[src/cmm_ram.sv]
// cmm_ram: generic single-write, single-read synchronous RAM with a
// registered read port. No dependencies.
`default_nettype none
module cmm_ram #(
   parameter int WIDTH = 8,
   parameter int DEPTH = 16
) (
   input  wire                      clock,
   input  wire                      wr_en,
   input  wire [$clog2(DEPTH)-1:0]  wr_addr,
   input  wire [WIDTH-1:0]          wr_data,
   input  wire                      rd_en,
   input  wire [$clog2(DEPTH)-1:0]  rd_addr,
   output logic [WIDTH-1:0]         rd_data
);
   logic [WIDTH-1:0] mem_ff [DEPTH];
   logic [WIDTH-1:0] rd_data_ff;

   always_ff @(posedge clock) begin
      if (wr_en) begin
         mem_ff[wr_addr] <= wr_data;
      end
      if (rd_en) begin
         rd_data_ff <= mem_ff[rd_addr];
      end
   end

   assign rd_data = rd_data_ff;
endmodule
`default_nettype wire

[config.mk]
export PLATFORM = sky130hd
export DESIGN_NAME = cmm_ram
export DESIGN_NICKNAME = d
export VERILOG_FILES = /design/src/cmm_ram.sv
export SDC_FILE = /design/constraint.sdc
export NUM_CORES = 1
export LEC_CHECK = 0
export BUFFER_PORTS_ARGS = -buffer_cell sky130_fd_sc_hd__buf_2
export CORE_UTILIZATION = 35
export CTS_BUF_LIST = sky130_fd_sc_hd__clkbuf_8
export DETAILED_ROUTE_END_ITERATION = 16
export SYNTH_ARGS = -nofsm -noshare
export SYNTH_HDL_FRONTEND = slang
export SYNTH_SLANG_ARGS = --single-unit
[constraint.sdc]
create_clock -name clock -period 2.5 [get_ports clock]
set_clock_uncertainty 0.15 [all_clocks]
set_input_delay 0.25 -clock clock [delete_from_list [all_inputs] [get_ports clock]]
set_output_delay 0.25 -clock clock [all_outputs]
set_load 0.05 [all_outputs]
# After elaboration in Yosys (flattened, before gate mapping)
# Memories as Yosys holds them, arrays and structs flattened. A register that Yosys moved wholly into a read port is not among the register bits.
# Index checks and enable logic that the tools add are counted.
# totals
input_bits,19
regBits,0
memories,1
ram_bits,128
word_cells,3
output_inout_bits,8
# classes
mux,2
# mem_list
memory,words,width,rd,rd_ports_with_merged_regs,wr,line_no,rtl
mem_ff,16,8,1,1,1,16,logic [WIDTH-1:0] mem_ff [DEPTH];
# ops
op,n
2-to-1 mux 1 bit,2

# Longest topological paths before layout
# depth
word_depth,2
mapped_depth,5
ltp_nobuf,3

# Worst setup path after synthesis
# OpenSTA, ideal clock, no wires.
# synth_path
kind,input to register
start,in wr_addr[2]
end,"mem mem_ff[0][0], enable pin"
setup_ns,0.383
path_slack_ns,0.607
n_path_buf,0
arrival_ns,1.360
stages,2
required_ns,1.967
path_cell_list,or3b_2 -> nor3_1
# synth_lines
element,line_no,rtl
start: declaration,10,"input wire [$clog2(DEPTH)-1:0] wr_addr,"
end: declaration,16,
# No word-level cell before the write port.

==> impl_metrics.tcl <==
set metrics [dict create \
    status "completed" \
    grtUsageTotal_pct 13.7 \
    cp_data_arrival_time_ns 1.73 \
    clockBufferDepth 2 \
    layout-drive-gt1-share_pct 29.1 \
    antenna_found_initial 0 \
    antenna_cells 0 \
    grt-ovfl-total 0 \
    drv_slew 0 \
    peakVddDrop_mv 0.459 \
    path_class "flip-flop to flip-flop" \
    avgSynthCellArea_um2 22.8 \
    netlist_area_mm2 0.00523 \
    cts-buffers-inserted 17 \
    combPwrFrac_pct 6.5 \
    async_reset_ff_share_pct 0 \
    yosysSeqAreaShare_pct 78.1 \
    p_leak_uw 0.00199 \
    max_freq_mhz 583 \
    sequentialPowerShare_pct 61.4 \
    drc 0 \
    drv_cap 0 \
    io_pins 27 \
    drt-pass1-iter-count 4 \
    syn_inst 229 \
    grt_pass1_vias 2556 \
    die_w_um 124 \
    final.setup.tns_ns 0 \
    critPathMaxFanout 1 \
    die_y_um 124 \
    place_hpwl_mm 6.39 \
    timing.slew.headroom_pct 53.7 \
    utilization_pct 40.9 \
    internal_power_uw 3300 \
    clkSinkCount 136 \
    hold_slack_ns 0.0536 \
    viasPerCell 5.12 \
    ctsHoldBuffers 0 \
    grt_pass1_wl_mm 15.0 \
    period_needed_ns 1.72 \
    cts_resized 0 \
    htree_levels 4 \
    ant_nets 0 \
    p_per_area_mw_per_mm2 707 \
    crit_family "multiplexers" \
    yosys_warnings 0 \
    design_power_total_uw 4210 \
    place_ws_ns 0.397 \
    wl_mm 9.79 \
    p_sw_uw 908 \
    vias 2435 \
    synth_nets 248 \
    clkPwrFrac_pct 32.2 \
    hold_viol 0 \
    synth_ff_type "edfxtp_1" \
    cts_tree "done" \
    drt-wirelength-per-cell_um 20.6 \
    rsz0062_at_grt "false" \
    synth_edf_count 136 \
    grt_max_degree 33 \
    dieArea_mm2 0.0154 \
    io_buffers 26 \
    core_mm2 0.0145 \
    ys_ff_latch 136 \
    p_sw_share_pct 21.6 \
    nets 301 \
    end_kind "flip-flop" \
    finalCritPeriodShare_pct 68.6 \
    clock_tree.root_cell "clkbuf_8" \
    start_kind "flip-flop" \
    area_delta_synth_final_pct 13.8 \
    hp-class "input port to flip-flop" \
    cpMaxStageDelayCell "mux4_1" \
    crit_buf_inv 0 \
    insertion_delay_ns 0.43 \
    gp_congestion 0.715 \
    setup_slack_ns 0.784 \
    cp.required_ns 2.51 \
    tightestPinTransition_ns 0.693 \
    num_rows 44 \
    clk_pin_slew_ns 0.07 \
    path_cells "mux4_1, a22oi_1, nand2_1" \
    slowest_delay_ns 0.52 \
    drtIter0Drc 131 \
    ys_types 18 \
    initial_core_util_pct 36.0 \
    postCtsSetupRepairBufs 0 \
    setup_viol_count_final 0 \
]
-- layout by cell type (no fill, tap or decap) --
cell / netlist / layout
or3b_2: 1 / 1
buf_4: 1 / 16
mux4_2: 18 / 18
nor3_1: 4 / 4
nor2_1: 13 / 13
nand3_1: 1 / 1
clkinv_2: 0 / 5
nand3b_1: 2 / 2
buf_2: 3 / 26
edfxtp_1: 136 / 136
and2b_1: 1 / 1
mux4_1: 14 / 14
nor2b_1: 1 / 1
a22oi_1: 16 / 16
clkbuf_8: 0 / 17
clkinv_1: 0 / 2
and2_1: 1 / 1
nand2b_1: 2 / 2
inv_1: 0 / 5
buf_12: 0 / 2
nand2_1: 9 / 9
-- synth_stat cells (all sizes together) (2+ instances only) --
master | n | area (um^2)
nor2 | 13 | 48.8
nor3 | 4 | 20.0
nand2 | 9 | 33.8
clkdlybuf4s25 | 3 | 30.0
nand2b | 2 | 12.5
nand3b | 2 | 15.0
a22oi | 16 | 120
buf | 7 | 56.3
mux4 | 32 | 773
edfxtp | 136 | 4080
-- flip-flops by register name (all words and copies together) (netlist names) --
| signal | cells |
|---|---|
| mem_ff | 128 |
| rd_data | 8 |
-- cells by family (layout without fill, tap and decap cells) --
kind of cell,Yosys count,in the layout,synth area share [%]
simple gates,35,35,3.14
flops,136,136,78.1
mux,32,32,14.8
buf+inv,10,73,1.65
compound gates,16,16,2.30
-- power by group through the flow --
stage                     Combinational (uW)  Sequential (uW)  Clock (uW)
after floorplan                          130             2670           0
after detailed placement                 277             2630           0
after CTS                                277             2580        1380
after global placement                   272             2630           0
final                                    272             2580        1350
after global routing                     293             2580        1480
-- worst register-to-register path, cell delays in order, from the launching register on --
cell	delay [ns]
edfxtp_1	0.35
mux4_1	0.52
a22oi_1	0.34
nand2_1	0.10
-- layout make-up --
| cell class | count | area, um^2 |
|---|---|---|
| flip-flops and latches | 136 | 4080 |
| fillers | 1289 | 8590 |
| multi-input cells | 83 | 1060 |
| well taps | 184 | 230 |
| clock buffers | 17 | 234 |
| repair buffers | 44 | 290 |
| clock inverters | 12 | 51.3 |
-- worst paths after layout --
kind                      start         end  slack [ns]  cells after the start
hold / removal            rd_en  rd_data[0]        0.05                      1
setup reg to reg   mem_ff[9][4]  rd_data[4]        0.78                      3
hold reg to reg   mem_ff[15][2]  rd_data[2]        0.60                      3
setup / recovery   mem_ff[9][4]  rd_data[4]        0.78                      3
-- through the flow --
stage | std cells | instance area (um^2)
detailed placement | 447 | 5660
CTS | 476 | 5950
finish | 476 | 5950
global route | 476 | 5950
global placement | 447 | 5660
floorplan | 229 | 5230
-- layer usage --
metal  global-route usage (%)  wire [um]  vias up  share of wire, %
met4                     4.46         89        0              0.91
met2                     21.2       4650       63                48
met1                     18.1       4620     1284                47
met5                        0          0        -                 0
li1                         -          -     1082                 -
met3                     4.57        422        6               4.3
Power figures use the tool's default switching activity.
