**src/cmm_pkg.sv**
```systemverilog
// cmm_pkg: shared constants, register indexes and state type for the
// complex magnitude multilook unit. No dependencies.
`default_nettype none
package cmm_pkg;
   localparam int MAX_COLUMNS = 4096;
   localparam int MAX_LOOKS   = 64;
   localparam int SAMPLE_BITS = 16;
   localparam int COL_BITS    = $clog2(MAX_COLUMNS);
   localparam int ROW_BITS    = $clog2(MAX_LOOKS);
   localparam int WIDTH_BITS  = 13;
   localparam int LOOK_BITS   = 7;
   localparam int SUM_BITS    = 22;
   localparam int MAG_BITS    = 16;
   localparam int SQ_BITS     = 2 * SAMPLE_BITS;

   localparam logic [WIDTH_BITS-1:0] LINE_WIDTH_RESET = WIDTH_BITS'(1024);
   localparam logic [LOOK_BITS-1:0]  LOOK_COUNT_RESET = LOOK_BITS'(1);
   localparam logic [SUM_BITS-1:0]   SUM_MAX          = {SUM_BITS{1'b1}};

   localparam logic REG_LINE_WIDTH = 1'b0;
   localparam logic REG_LOOK_COUNT = 1'b1;

   typedef enum logic [2:0] {
      ST_IDLE,
      ST_SQUARE,
      ST_ADD,
      ST_ROOT,
      ST_MERGE,
      ST_DIV,
      ST_OUT
   } state_type;
endpackage
`default_nettype wire

```
**src/cmm_div.sv**
```systemverilog
// cmm_div: restoring divider of a column sum by the look count, one
// quotient bit per cycle. Depends on cmm_pkg.
`default_nettype none
module cmm_div import cmm_pkg::*; (
   input  wire                  clock,
   input  wire                  reset,
   input  wire                  start,
   input  wire [SUM_BITS-1:0]   dividend,
   input  wire [LOOK_BITS-1:0]  divisor,
   output logic                 done,
   output logic [SUM_BITS-1:0]  quotient
);
   localparam int CNT_BITS = $clog2(SUM_BITS + 1);

   logic [SUM_BITS-1:0]  quo_ff, quo_in;
   logic [LOOK_BITS-1:0] rem_ff, rem_in;
   logic [LOOK_BITS-1:0] dsr_ff, dsr_in;
   logic [CNT_BITS-1:0]  cnt_ff, cnt_in;
   logic                 run_ff, run_in;
   logic                 done_ff, done_in;
   logic [LOOK_BITS:0]   trial;

   always_comb begin
      quo_in  = quo_ff;
      rem_in  = rem_ff;
      dsr_in  = dsr_ff;
      cnt_in  = cnt_ff;
      run_in  = run_ff;
      done_in = 1'b0;
      trial   = {rem_ff, quo_ff[SUM_BITS-1]};
      if (start) begin
         quo_in = dividend;
         rem_in = '0;
         dsr_in = divisor;
         cnt_in = '0;
         run_in = 1'b1;
      end else if (run_ff) begin
         if (trial >= {1'b0, dsr_ff}) begin
            rem_in = LOOK_BITS'(trial - {1'b0, dsr_ff});
            quo_in = {quo_ff[SUM_BITS-2:0], 1'b1};
         end else begin
            rem_in = trial[LOOK_BITS-1:0];
            quo_in = {quo_ff[SUM_BITS-2:0], 1'b0};
         end
         cnt_in = cnt_ff + CNT_BITS'(1);
         if (cnt_ff == CNT_BITS'(SUM_BITS - 1)) begin
            run_in  = 1'b0;
            done_in = 1'b1;
         end
      end
   end

   always_ff @(posedge clock) begin
      quo_ff <= quo_in;
      rem_ff <= rem_in;
      dsr_ff <= dsr_in;
      cnt_ff <= cnt_in;
      if (reset) begin
         run_ff  <= 1'b0;
         done_ff <= 1'b0;
      end else begin
         run_ff  <= run_in;
         done_ff <= done_in;
      end
   end

   assign done     = done_ff;
   assign quotient = quo_ff;
endmodule
`default_nettype wire

```
**config.mk**
```make
export PLATFORM = sky130hd
export DESIGN_NAME = cmm_div
export DESIGN_NICKNAME = d
export VERILOG_FILES = /design/src/cmm_pkg.sv /design/src/cmm_div.sv
export SDC_FILE = /design/constraint.sdc
export NUM_CORES = 1
export LEC_CHECK = 0
export ABC_AREA = 1
export BUFFER_PORTS_ARGS = -buffer_cell sky130_fd_sc_hd__buf_2
export CAP_MARGIN = 20
export CORE_MARGIN = 5
export CORE_UTILIZATION = 41
export DETAILED_ROUTE_END_ITERATION = 12
export GPL_TIMING_DRIVEN = 0
export PLACE_DENSITY = 0.61
export SYNTH_ARGS = -nofsm -noshare
export SYNTH_HDL_FRONTEND = slang
export SYNTH_SLANG_ARGS = --single-unit
```
**constraint.sdc**
```tcl
create_clock -name clock -period 1.8 [get_ports clock]
set_input_delay 0.36 -clock clock [delete_from_list [all_inputs] [get_ports clock]]
set_output_delay 0.36 -clock clock [all_outputs]
set_load 0.02 [all_outputs]
```
# == After elaboration in Yosys (flattened, before gate mapping) ==
# Cells that the tools add are included.
# totals
ff_bits,43
inputBits,32
output_inout_bits,23
word_cells,21
# classes
n_addsub,2
magnitude_cmp,1
n_eq_ne,1
mux,8
n_bitwise,1
reduce_logical,2
# ops
cell,count
22-bit two-way mux,2
8-bit by 7-bit greater-or-equal comparator with 1-bit output,1
7-bit two-way mux,1
7-bit subtractor,1
"5-bit by 1-bit adder with 5-bit output, second input constant",1
"5-bit == test, second input constant",1
1-bit two-way mux,5
3-bit OR reduction,1
2-bit nonzero test,1
1-bit inverter,1

# == Logic depth before layout (Yosys ltp) ==
# depth
depth_word,4
ltp_mapped,12
ltp_nobuf,12

# == Least setup slack after synthesis ==
# No wires, ideal clock.
# synth_timing
kind,register -> register
from,register quo_ff[21] (netlist: quotient[21])
to,register rem_ff[0]
setup_time_ns,0.069
arrival_time_ns,1.756
required_time_ns,1.731
path_slack_ns,-0.025
stages_incl_launch_ff,13
path_buffers,0
period_less_slack_ns,1.825
cell_sequence,edfxtp_1 inv_1 ha_1 fa_1 inv_1 nand2_1 nand2_2 nand2_1 nand2_1 nand2_2 nand3_1 nand3_1 o21ai_2
# synth_between
elab_chain_len,2
word_cells_on_any_way,3
classes_between,add/sub: 1; order compare: 1; mux: 1
# synth_lines
element,line,source
"start, declared",cmm_div.sv:15,"logic [SUM_BITS-1:0] quo_ff, quo_in;"
"start signal, assigned",cmm_div.sv:54,quo_ff <= quo_in;
7-bit subtractor / 8-bit by 7-bit greater-or-equal comparator with 1-bit output (equally long branches),"cmm_div.sv:39, cmm_div.sv:38",
7-bit two-way mux *,cmm_div.sv:38,"if (trial >= {1'b0, dsr_ff}) begin"
"end signal, assigned",cmm_div.sv:55,rem_ff <= rem_in;
"end, declared",cmm_div.sv:16,"logic [LOOK_BITS-1:0] rem_ff, rem_in;"
# Every way passes the cells marked *; elsewhere a longest branch is shown, timed or not.
# A chain may end at the register's enable or synchronous reset.

# == Worst setup path in the final report ==
# layout_timing
from,register dsr_ff[0]
to,register rem_ff[5]
# layout_between
elab_chain_len,2
word_cells_on_any_way,3
classes_between,add/sub: 1; order compare: 1; mux: 1
# layout_lines
element,line,source
"start, declared",cmm_div.sv:17,"logic [LOOK_BITS-1:0] dsr_ff, dsr_in;"
"start signal, assigned",cmm_div.sv:56,dsr_ff <= dsr_in;
7-bit subtractor / 8-bit by 7-bit greater-or-equal comparator with 1-bit output (equally long branches),"cmm_div.sv:39, cmm_div.sv:38",
7-bit two-way mux *,cmm_div.sv:38,
# Marked as above.

==> flow_summary.toml <==
[status]
run_status = "complete, no violations"

[place]
hpwl_mm = 3.61
io_buffers = 54
place_ws_ps = -39.8
post_dp_cell_area_mm2 = 0.00257
gp_congestion = 0.793
dp_cells = 378

[worst_setup_path]
cp_max_fo = 7
timing.rr.start = "dsr_ff[0]$_DFFE_PP_"
required_ps = 1990
endpoint_kind = "flop"
worstSetupPathType = "flop to flop"
r2r_cells = 10
crit_arrival_ps = 1930
critPathLaunch = "dsr_ff[0]$_DFFE_PP_"
worstSetupStartpointType = "flop"

[timing]
final_max_slew_viol_count = 0
fmax_ghz = 0.573
setup_ws_ps = 53.8
rsz0062_at_grt = "yes"
max-slew-margin-rel_pct = 66.4
skew_ps = 7.83
post-route-period-util_pct = 97.0
hold_ws_ps = 238
timing_hold_violations_final = 0
period_minus_slack_ps = 1750
fin_setup_tns_ps = 0
tightest_slew_ps = 503
setup_violations = 0

[final_layout]
fin_cells = 389
antenna_cells = 0
nNetsFinal = 360
fillers = 505
fin_area_mm2 = 0.00271
multi_input_area_um2 = 955
layout-drive-gt1-share_pct = 29.8
fin_util_pct = 52.3
register_area_mm2 = 0.00115
syn_to_final_growth_pct = 22.5

[yosys]
synth_top_area_share_pct = 39.4
synth.avg_cell_area_um2 = 8.70
synthCells = 254
synth_top_area_cell = "edfxtp_1"
yosys_warnings = 0
ys_ff_latch = 43
synthTopCellsByArea = "edfxtp_1 (39%), nand2_1 (18%), dfxtp_1 (13%)"
ys_types = 30
synth_fp_nets = 296
ys_seq_area_share_pct = 52.1
syn-cell-area_mm2 = 0.00221

[clock_network]
cts_tree = "built"
htreeDepth = 2
cts-root-buf = "clkbuf_8"
ctsHoldBuffers = 0
clockBufferDepth = 2
cts_buffers = 5
insertion_delay_ps = 290
clock-sinks = 43
clk_pin_slew_ps = 80

[global_routing]
grt_max_degree = 24
grt_antenna_before_repair = 1
grt.total_usage_pct = 13.9
grt_pass1_wl_mm = 7.94
grt-ovfl-total = 0
grt_pass1_vias = 1687

[die]
die_area_mm2 = 0.00696
coreArea_mm2 = 0.00517
floorplan.rows = 26
initial_core_util_pct = 42.7
die_h_um = 83.4
die_w_um = 83.4
pin_count = 55

[pwr]
totalPowerFinal_mw = 2.29
power.leakage_nw = 1.35
ir_drop_uv = 458
p_per_area_mw_per_mm2 = 845

[routing]
drc = 0
wl_per_cell_um = 12.3
drt-pass1-iter-count = 4
ant_nets = 0
wl_mm = 4.78
vias = 1842
drtIter0Drc = 111
routed_via_density = 4.74

[min_path]
holdCritStartpoint = "divisor[3]"
hold_class = "input port to flop"
min_path_cells = 1

[flow_run]
maxCapViolCount = 0
-- kinds of logic (layout without fill, tap and decap cells) --
family | count (synthesis) | count (layout) | synth area share, %
buffers and inverters | 35 | 100 | 6.17
adders and majority gates | 10 | 10 | 6.00
xor gates and xnor gates | 2 | 2 | 0.793
DFF | 43 | 43 | 52.1
AOI/OAI and AO/OA | 11 | 11 | 3.28
and+or+nand+nor | 153 | 153 | 31.7
-- metal layers --
layer  GRT usage (%)  vias up  share of wire (%)
li1                -      955                  -
met1            17.7      845                 45
met2            23.0       36                 49
met3            4.55        4                4.9
met4            2.63        2               0.40
met5               0        -               0.15
-- worst max-delay path, stage by stage, from the launching register on --
cell and delay, ps:
edfxtp_1 420, ha_4 190, fa_2 360, inv_2 80, nand2_2 50, nand2_2 90, nand3_2 100, nand3_4 120
nand3_2 90, nand3_1 90, nand2_1 50
-- cell type report --
class | instances | share of cell area, %
Timing Repair Buffer | 57 | 10.8
Clock buffer | 6 | 2.68
Buffer | 6 | 1.02
Multi-Input combinational cell | 176 | 35.3
Sequential cell | 43 | 42.5
Clock inverter | 2 | 0.462
Tap cell | 70 | 3.23
Inverter | 29 | 4.02
-- synth_stat cells, drive strengths merged --
cell      n
nand3    18
nand4     3
buf       4
or2       1
edfxtp   29
inv      29
nor3      4
fa        1
o21ai     3
nor3b     1
ha        9
dfxtp    14
nand2   111
nor4      1
clkbuf    2
nand3b    5
a31oi     2
a21oi     6
xor2      2
nor2      9
-- flip-flops by register name (all words and copies together) (netlist names) --
| signal | flops |
|---|---|
| quotient | 22 |
| rem_ff | 7 |
| run_ff | 1 |
| done | 1 |
| dsr_ff | 7 |
| cnt_ff | 5 |
-- where the power goes --
group / switching [mW] / internal [mW] / leakage (nW)
Sequential: 0.0445 / 1.15 / 0.409
Combinational: 0.313 / 0.186 / 0.898
Clock: 0.323 / 0.271 / 0.0412
Total: 0.681 / 1.61 / 1.35
-- what timing repair did --
action,in CTS,in global routing
setup endpoints to repair,8,8
resized for setup,3,6
endpoints found under the hold margin,0,0
pin swaps,1,10
buffers inserted,1,2
-- worst paths after layout --
| path | to | slack, ps |
|---|---|---|
| worst max-delay path | rem_ff[5]$_SDFFE_PP0P_ | 50 |
| worst min-delay path | dsr_ff[3]$_DFFE_PP_ | 240 |
| worst max register to register | rem_ff[5]$_SDFFE_PP0P_ | 50 |
| worst min register to register | rem_ff[6]$_SDFFE_PP0P_ | 480 |
-- layout by cell type, fill, tap and decap left out, types with 2 or more instances in the layout --
cell type and count:
nand2_1 103, buf_2 55, edfxtp_1 29, inv_1 22, dfxtp_1 14, nand3_1 13
ha_1 8, inv_2 7, nand2_2 7, nor2_1 5, a21oi_1 5, nand3b_1 5
clkbuf_8 5, buf_4 4, nand3_2 4, nor3_1 4, clkbuf_1 3, nand4_1 3
buf_1 2, nor2_2 2, a31oi_1 2, nor2_4 2, xor2_1 2, o21ai_1 2
No activity file was read; power rests on OpenSTA's default activity.
