**src/cmm_pkg.sv**
```systemverilog
// cmm_pkg: shared constants, register indexes and state type for the
// complex magnitude multilook unit. No dependencies.
`default_nettype none
package cmm_pkg;
   localparam int MAX_COLUMNS = 4096;
   localparam int MAX_LOOKS   = 64;
   localparam int SAMPLE_BITS = 16;
   localparam int COL_BITS    = $clog2(MAX_COLUMNS);
   localparam int ROW_BITS    = $clog2(MAX_LOOKS);
   localparam int WIDTH_BITS  = 13;
   localparam int LOOK_BITS   = 7;
   localparam int SUM_BITS    = 22;
   localparam int MAG_BITS    = 16;
   localparam int SQ_BITS     = 2 * SAMPLE_BITS;

   localparam logic [WIDTH_BITS-1:0] LINE_WIDTH_RESET = WIDTH_BITS'(1024);
   localparam logic [LOOK_BITS-1:0]  LOOK_COUNT_RESET = LOOK_BITS'(1);
   localparam logic [SUM_BITS-1:0]   SUM_MAX          = {SUM_BITS{1'b1}};

   localparam logic REG_LINE_WIDTH = 1'b0;
   localparam logic REG_LOOK_COUNT = 1'b1;

   typedef enum logic [2:0] {
      ST_IDLE,
      ST_SQUARE,
      ST_ADD,
      ST_ROOT,
      ST_MERGE,
      ST_DIV,
      ST_OUT
   } state_type;
endpackage
`default_nettype wire

```
**src/cmm_isqrt.sv**
```systemverilog
// cmm_isqrt: iterative integer square root, one result bit per cycle.
// Depends on cmm_pkg.
`default_nettype none
module cmm_isqrt import cmm_pkg::*; (
   input  wire                 clock,
   input  wire                 reset,
   input  wire                 start,
   input  wire [SQ_BITS-1:0]   radicand,
   output logic                done,
   output logic [MAG_BITS-1:0] root
);
   localparam int STEPS = SQ_BITS / 2;
   localparam int CNT_BITS = $clog2(STEPS + 1);

   logic [SQ_BITS-1:0]  rem_ff, rem_in;
   logic [SQ_BITS-1:0]  root_ff, root_in;
   logic [SQ_BITS-1:0]  bit_ff, bit_in;
   logic [CNT_BITS-1:0] cnt_ff, cnt_in;
   logic                run_ff, run_in;
   logic                done_ff, done_in;
   logic [SQ_BITS:0]    trial;

   always_comb begin
      rem_in  = rem_ff;
      root_in = root_ff;
      bit_in  = bit_ff;
      cnt_in  = cnt_ff;
      run_in  = run_ff;
      done_in = 1'b0;
      trial   = {1'b0, root_ff} + {1'b0, bit_ff};
      if (start) begin
         rem_in  = radicand;
         root_in = '0;
         bit_in  = SQ_BITS'(1) << (SQ_BITS - 2);
         cnt_in  = '0;
         run_in  = 1'b1;
      end else if (run_ff) begin
         if ({1'b0, rem_ff} >= trial) begin
            rem_in  = SQ_BITS'({1'b0, rem_ff} - trial);
            root_in = (root_ff >> 1) + bit_ff;
         end else begin
            root_in = root_ff >> 1;
         end
         bit_in = bit_ff >> 2;
         cnt_in = cnt_ff + CNT_BITS'(1);
         if (cnt_ff == CNT_BITS'(STEPS - 1)) begin
            run_in  = 1'b0;
            done_in = 1'b1;
         end
      end
   end

   always_ff @(posedge clock) begin
      rem_ff  <= rem_in;
      root_ff <= root_in;
      bit_ff  <= bit_in;
      cnt_ff  <= cnt_in;
      if (reset) begin
         run_ff  <= 1'b0;
         done_ff <= 1'b0;
      end else begin
         run_ff  <= run_in;
         done_ff <= done_in;
      end
   end

   assign done = done_ff;
   assign root = root_ff[MAG_BITS-1:0];
endmodule
`default_nettype wire

```
**config.mk**
```make
export PLATFORM = sky130hd
export DESIGN_NAME = cmm_isqrt
export DESIGN_NICKNAME = d
export VERILOG_FILES = /design/src/cmm_pkg.sv /design/src/cmm_isqrt.sv
export SDC_FILE = /design/constraint.sdc
export NUM_CORES = 1
export LEC_CHECK = 0
export ABC_AREA = 1
export BUFFER_PORTS_ARGS = -buffer_cell sky130_fd_sc_hd__buf_2
export CORE_MARGIN = 8
export CORE_UTILIZATION = 55
export CTS_BUF_LIST = sky130_fd_sc_hd__clkbuf_2 sky130_fd_sc_hd__clkbuf_4 sky130_fd_sc_hd__clkbuf_8
export CTS_CLUSTER_SIZE = 40
export DETAILED_ROUTE_END_ITERATION = 10
export PLACE_DENSITY = 0.84
export SKIP_CTS_REPAIR_TIMING = 1
export SLEW_MARGIN = 20
export SYNTH_ARGS = -nofsm -noshare
export SYNTH_HDL_FRONTEND = slang
export SYNTH_SLANG_ARGS = --single-unit
```
**constraint.sdc**
```tcl
create_clock -name clock -period 8.87 [get_ports clock]
set_input_delay 0.887 -clock clock [delete_from_list [all_inputs] [get_ports clock]]
set_output_delay 0.887 -clock clock [all_outputs]
set_load 0.01 [all_outputs]
```
After elaboration in Yosys (flattened, before gate mapping)
Index checks and enable logic that the tools add are counted.
- bits in registers: 87
- bits in latches: 0
- bits in writable memories: 0
- bits in read-only memories: 0
- input bits: 35
- output and inout port bits: 17
- word-level logic and storage cells: 25
- memories kept: 0
- add/sub/neg operators: 4
- multiply operators: 0
- div/mod/pow operators: 0
- $lt $le $gt $ge: 1
- equality and inequality tests: 1
- shift-type cells: 0
- mux-type cells: 8
- bitwise gates (word level): 1
- reductions and logical operators: 4
- operators with widths (operator ; count):
    $mux W32 ; 4
    $add A32 B31 Y33 ; 1
    $ge A32 B33 Y1 ; 1
    $add A31 B31 Y32 ; 1
    $sub A32 B32 Y32 ; 1
    $add A5 B1 Y5 const B ; 1
    $eq A5 B4 Y1 const B ; 1
    $mux W1 ; 4
    $reduce_bool A2 Y1 ; 2
    $reduce_or A3 Y1 ; 1
    $reduce_and A2 Y1 ; 1
    $not A1 Y1 ; 1

Depth between registers and ports, before layout
- word-level depth: 5
- mapped depth: 28
- gate-level depth less buffers: 27

Least setup slack after synthesis
No wires, ideal clock.
- path type: reg-to-reg
- start: register root_ff[2]
- end: register rem_ff[0] (enable)
- library setup time: 0.389 ns
- arrival: 3.882 ns
- data required time: 8.481 ns
- path slack: 4.599 ns
- stages on the path, launching flop included: 24
- buffers on the path: 1
- clock period less this slack: 4.271 ns
- path through: dfxtp_1 ha_1 nand3_1 nand2_1 nand2_1 nand2_1 nand3_1 nand2_1 a21oi_1 o21ai_0 a21oi_1 xor2_1 ha_1 nand2_1 nor2_1 nand2_1 nor3b_1 a21oi_1 nor2_2 nor2_8 nand2_4 buf_6 nand2_1 nand2_1
- word-level cells in the longest chain between the ends: 4
- ends and longest elaborated chain (what ; line ; text):
    start, declared ; cmm_isqrt.sv:16 ; logic [SQ_BITS-1:0] root_ff, root_in;
    start signal, assigned ; cmm_isqrt.sv:55 ; root_ff <= root_in;
    $add A32 B31 Y33 ; cmm_isqrt.sv:30 ; trial = {1'b0, root_ff} + {1'b0, bit_ff};
    $ge A32 B33 Y1 ; cmm_isqrt.sv:38 ; if ({1'b0, rem_ff} >= trial) begin
    $reduce_bool A2 Y1 (no source line) ; -- ;
    $reduce_and A2 Y1 (no source line) ; -- ;
    end signal, assigned ; cmm_isqrt.sv:54 ; rem_ff <= rem_in;
    end, declared ; cmm_isqrt.sv:15 ; logic [SQ_BITS-1:0] rem_ff, rem_in;
No other way between the ends.
A chain may end at the register's enable or synchronous reset.

Worst setup path after layout
- start: register root_ff[2]
- end: register rem_ff[13] (enable)
Same word-level chain as after synthesis.

==> flow_metrics.tcl <==
set metrics [dict create \
    status "complete, no violations" \
    crit_start "root_ff[2]$_SDFFE_PP0P_" \
    rr_worst_depth 24 \
    yosysWarningCount 0 \
    fillers 1476 \
    drtIter0Drc 786 \
    critPathBufInv 2 \
    fin_setup_tns_ps 0 \
    whs_ps 488 \
    cts.htree.levels 3 \
    portBuffers 51 \
    cp_data_arrival_time_ps 4930 \
    crit_slowest_cell "buf_4" \
    grt.met1_usage 0.315 \
    rsz0062_at_grt "false" \
    core_um2 15300 \
    cpMostUsedCell "nand2_1" \
    drive_above_1_share 0.0970 \
    hp-class "flip-flop to flip-flop" \
    netlist_instances 1335 \
    die_y_um 141 \
    ys_seq_elements 87 \
    path_max_fanout 33 \
    grt_pass1_wl_mm 39.9 \
    io-pin-count 52 \
    synth_cell_types 42 \
    synthToLayoutAreaGrowth_pct 5.33 \
    final_cell_mix "nand2_1 (344), inv_1 (155), nor2_1 (131)" \
    grt-busiest-layer "met2" \
    cts_made_buffers 9 \
    cp.required_ps 8910 \
    worstHoldStart "root_ff[0]$_SDFFE_PP0P_" \
    syn_area_um2 8590 \
    path_cells "ha_1 > nand3_1 > nand2_1 > nand2_1 > nand2_1 > nand3_1 > nand2_1 > a21oi_1 > o21ai_0 > a21oi_1 > xor2_1 > ha_1 > nand2_1 > nor2_1 > nand2_1 > nor2_1 > nand2_1 > nand3_1 > nand3_2 > buf_4 > nand2_4 > nand2_1 > nand2_1 > buf_4" \
    clkTransAtPathRegs_ps 100 \
    met2_usage 0.398 \
    final_nets 1449 \
    cp_slowest_stage_delay_ps 400 \
    routabilityCongestion 0.998 \
    antenna_left 0 \
    rows 45 \
    layout_worst_path_cycle_share 0.551 \
    slew_violations 0 \
    hold_depth 2 \
    tightestPinTransition_ps 870 \
    drt_wl_total_mm 23.9 \
    clockBufferDepth 2 \
    start_util 0.563 \
    grt.overflow.total 0 \
    synth_nets 1439 \
    synth_ff_type "dfxtp_1" \
    power.total_uw 2280 \
    syn_area_per_cell_um2 6.44 \
    crit_cells 24 \
    place_hpwl_mm 18.5 \
    drc_errors 0 \
    use_met3 0.0429 \
    vias 8703 \
    die_w_um 141 \
    p_per_area_nw_per_um2 252 \
    final_cell_area_um2 9050 \
    dieArea_um2 19900 \
    grt_max_degree 79 \
    regToRegStartpoint "root_ff[2]$_SDFFE_PP0P_" \
    vias_per_cell 5.58 \
    start_kind "flip-flop" \
    synth-edff-count 32 \
    ys_seq_area_frac 0.240 \
    cts_num_sinks 87 \
    grt_pass1_vias 8309 \
    relSlewSlack 0.420 \
    clk_latency_ps 390 \
    setup_viol 0 \
    critical_path_class "flip-flop to flip-flop" \
    period_needed_ps 4890 \
    power_leakage_uw 0.00414 \
    antenna_found_initial 0 \
    cp_top_family "simple AND/OR/NAND/NOR gates" \
    n_antenna_cell 0 \
    synth-async-reset-ratio 0 \
    dp_worst_setup_slack_ps 4030 \
    cts_tree "yes" \
    maxCapViolCount 0 \
    place_area_um2 8840 \
    crit_path_end_kind "flip-flop" \
    fin_skew_ps 12.8 \
    grt_usage 0.244 \
    root_buffer "clkbuf_8" \
    max_freq_ghz 0.205 \
    wl_per_cell_um 15.3 \
    layout_setup_ws_ps 3980 \
    finalHoldViolCount 0 \
    vdd_drop_max_uv 104 \
    layout_commonest_cell "nand2_1" \
    dr.pass1.iters 5 \
]
synthesized netlist by cell type (all sizes together) (5+ instances only):
cell | instances | share of area
nand2 | 359 | 0.16
inv | 157 | 0.069
nor2 | 135 | 0.062
nand3 | 131 | 0.083
a21oi | 94 | 0.059
o21ai | 80 | 0.047
ha | 68 | 0.099
dfxtp | 55 | 0.13
xor2 | 35 | 0.036
buf | 33 | 0.026
edfxtp | 32 | 0.11
clkbuf | 25 | 0.011
nor3 | 24 | 0.015
xnor2 | 23 | 0.023
nand4 | 14 | 0.010
o21bai | 12 | 0.010
or2 | 12 | 0.0087
a21o | 10 | 0.0087
a31oi | 9 | 0.0066
nand3b | 6 | 0.0052
nor4 | 6 | 0.0044
o31ai | 5 | 0.0044
registers in the layout (all words and copies together) (netlist names):
signal / cells
cnt_ff: 5
bit_ff: 16
done: 1
root_ff: 32
rem_ff: 32
run_ff: 1
cells by family after synthesis:
kind of cell,share of synthesized area
AO/OA/AOI/OAI,0.143
XOR/XNOR,0.0591
adder cells (fa/ha/maj),0.101
buffers and inverters,0.106
flip-flops,0.240
AND/OR/NAND/NOR,0.351
metrics by stage:
| step | utilization | instances |
|---|---|---|
| global placement | 0.579 | 1545 |
| detailed placement | 0.579 | 1545 |
| CTS | 0.593 | 1561 |
| finish | 0.593 | 1561 |
| global route | 0.593 | 1561 |
| floorplan | - | 1335 |
path summary, 6_finish.rpt:
check,to,slack [ps]
setup / recovery,rem_ff[13]$_DFFE_PP_,3980
setup reg to reg,rem_ff[13]$_DFFE_PP_,3980
hold / removal,root_ff[0]$_SDFFE_PP0P_,490
hold reg to reg,root_ff[0]$_SDFFE_PP0P_,490
metal layers:
layer,part of all wire,vias to the layer above
met5,0,-
met4,0.030,0
met3,0.063,57
met2,0.45,328
met1,0.46,3927
li1,-,4391
worst reg2reg max path, stage by stage (launching register included):
cell and delay [ps]:
dfxtp_1 380, ha_1 360, nand3_1 90, nand2_1 100
nand2_1 50, nand2_1 130, nand3_1 110, nand2_1 170
a21oi_1 120, o21ai_0 300, a21oi_1 130, xor2_1 160
ha_1 360, nand2_1 130, nor2_1 160, nand2_1 100
nor2_1 90, nand2_1 70, nand3_1 200, nand3_2 100
buf_4 250, nand2_4 400, nand2_1 90, nand2_1 70
buf_4 400
area by class of cell:
cell class                 count  area, um^2  area share
multi-input combinational   1033        5620       0.621
sequential                    87        2060       0.228
inverter                     157         589      0.0651
timing repair buffer          57         300      0.0332
tap                          211         264      0.0292
clock buffer                  10         138      0.0152
clock inverter                 6        75.1     0.00830
power by group:
part | internal, uW | total [uW] | switching, uW
logic | 481 | 1350 | 868
registers | 530 | 624 | 94.2
clock network | 142 | 311 | 168
(Power assumes the default switching activity.)
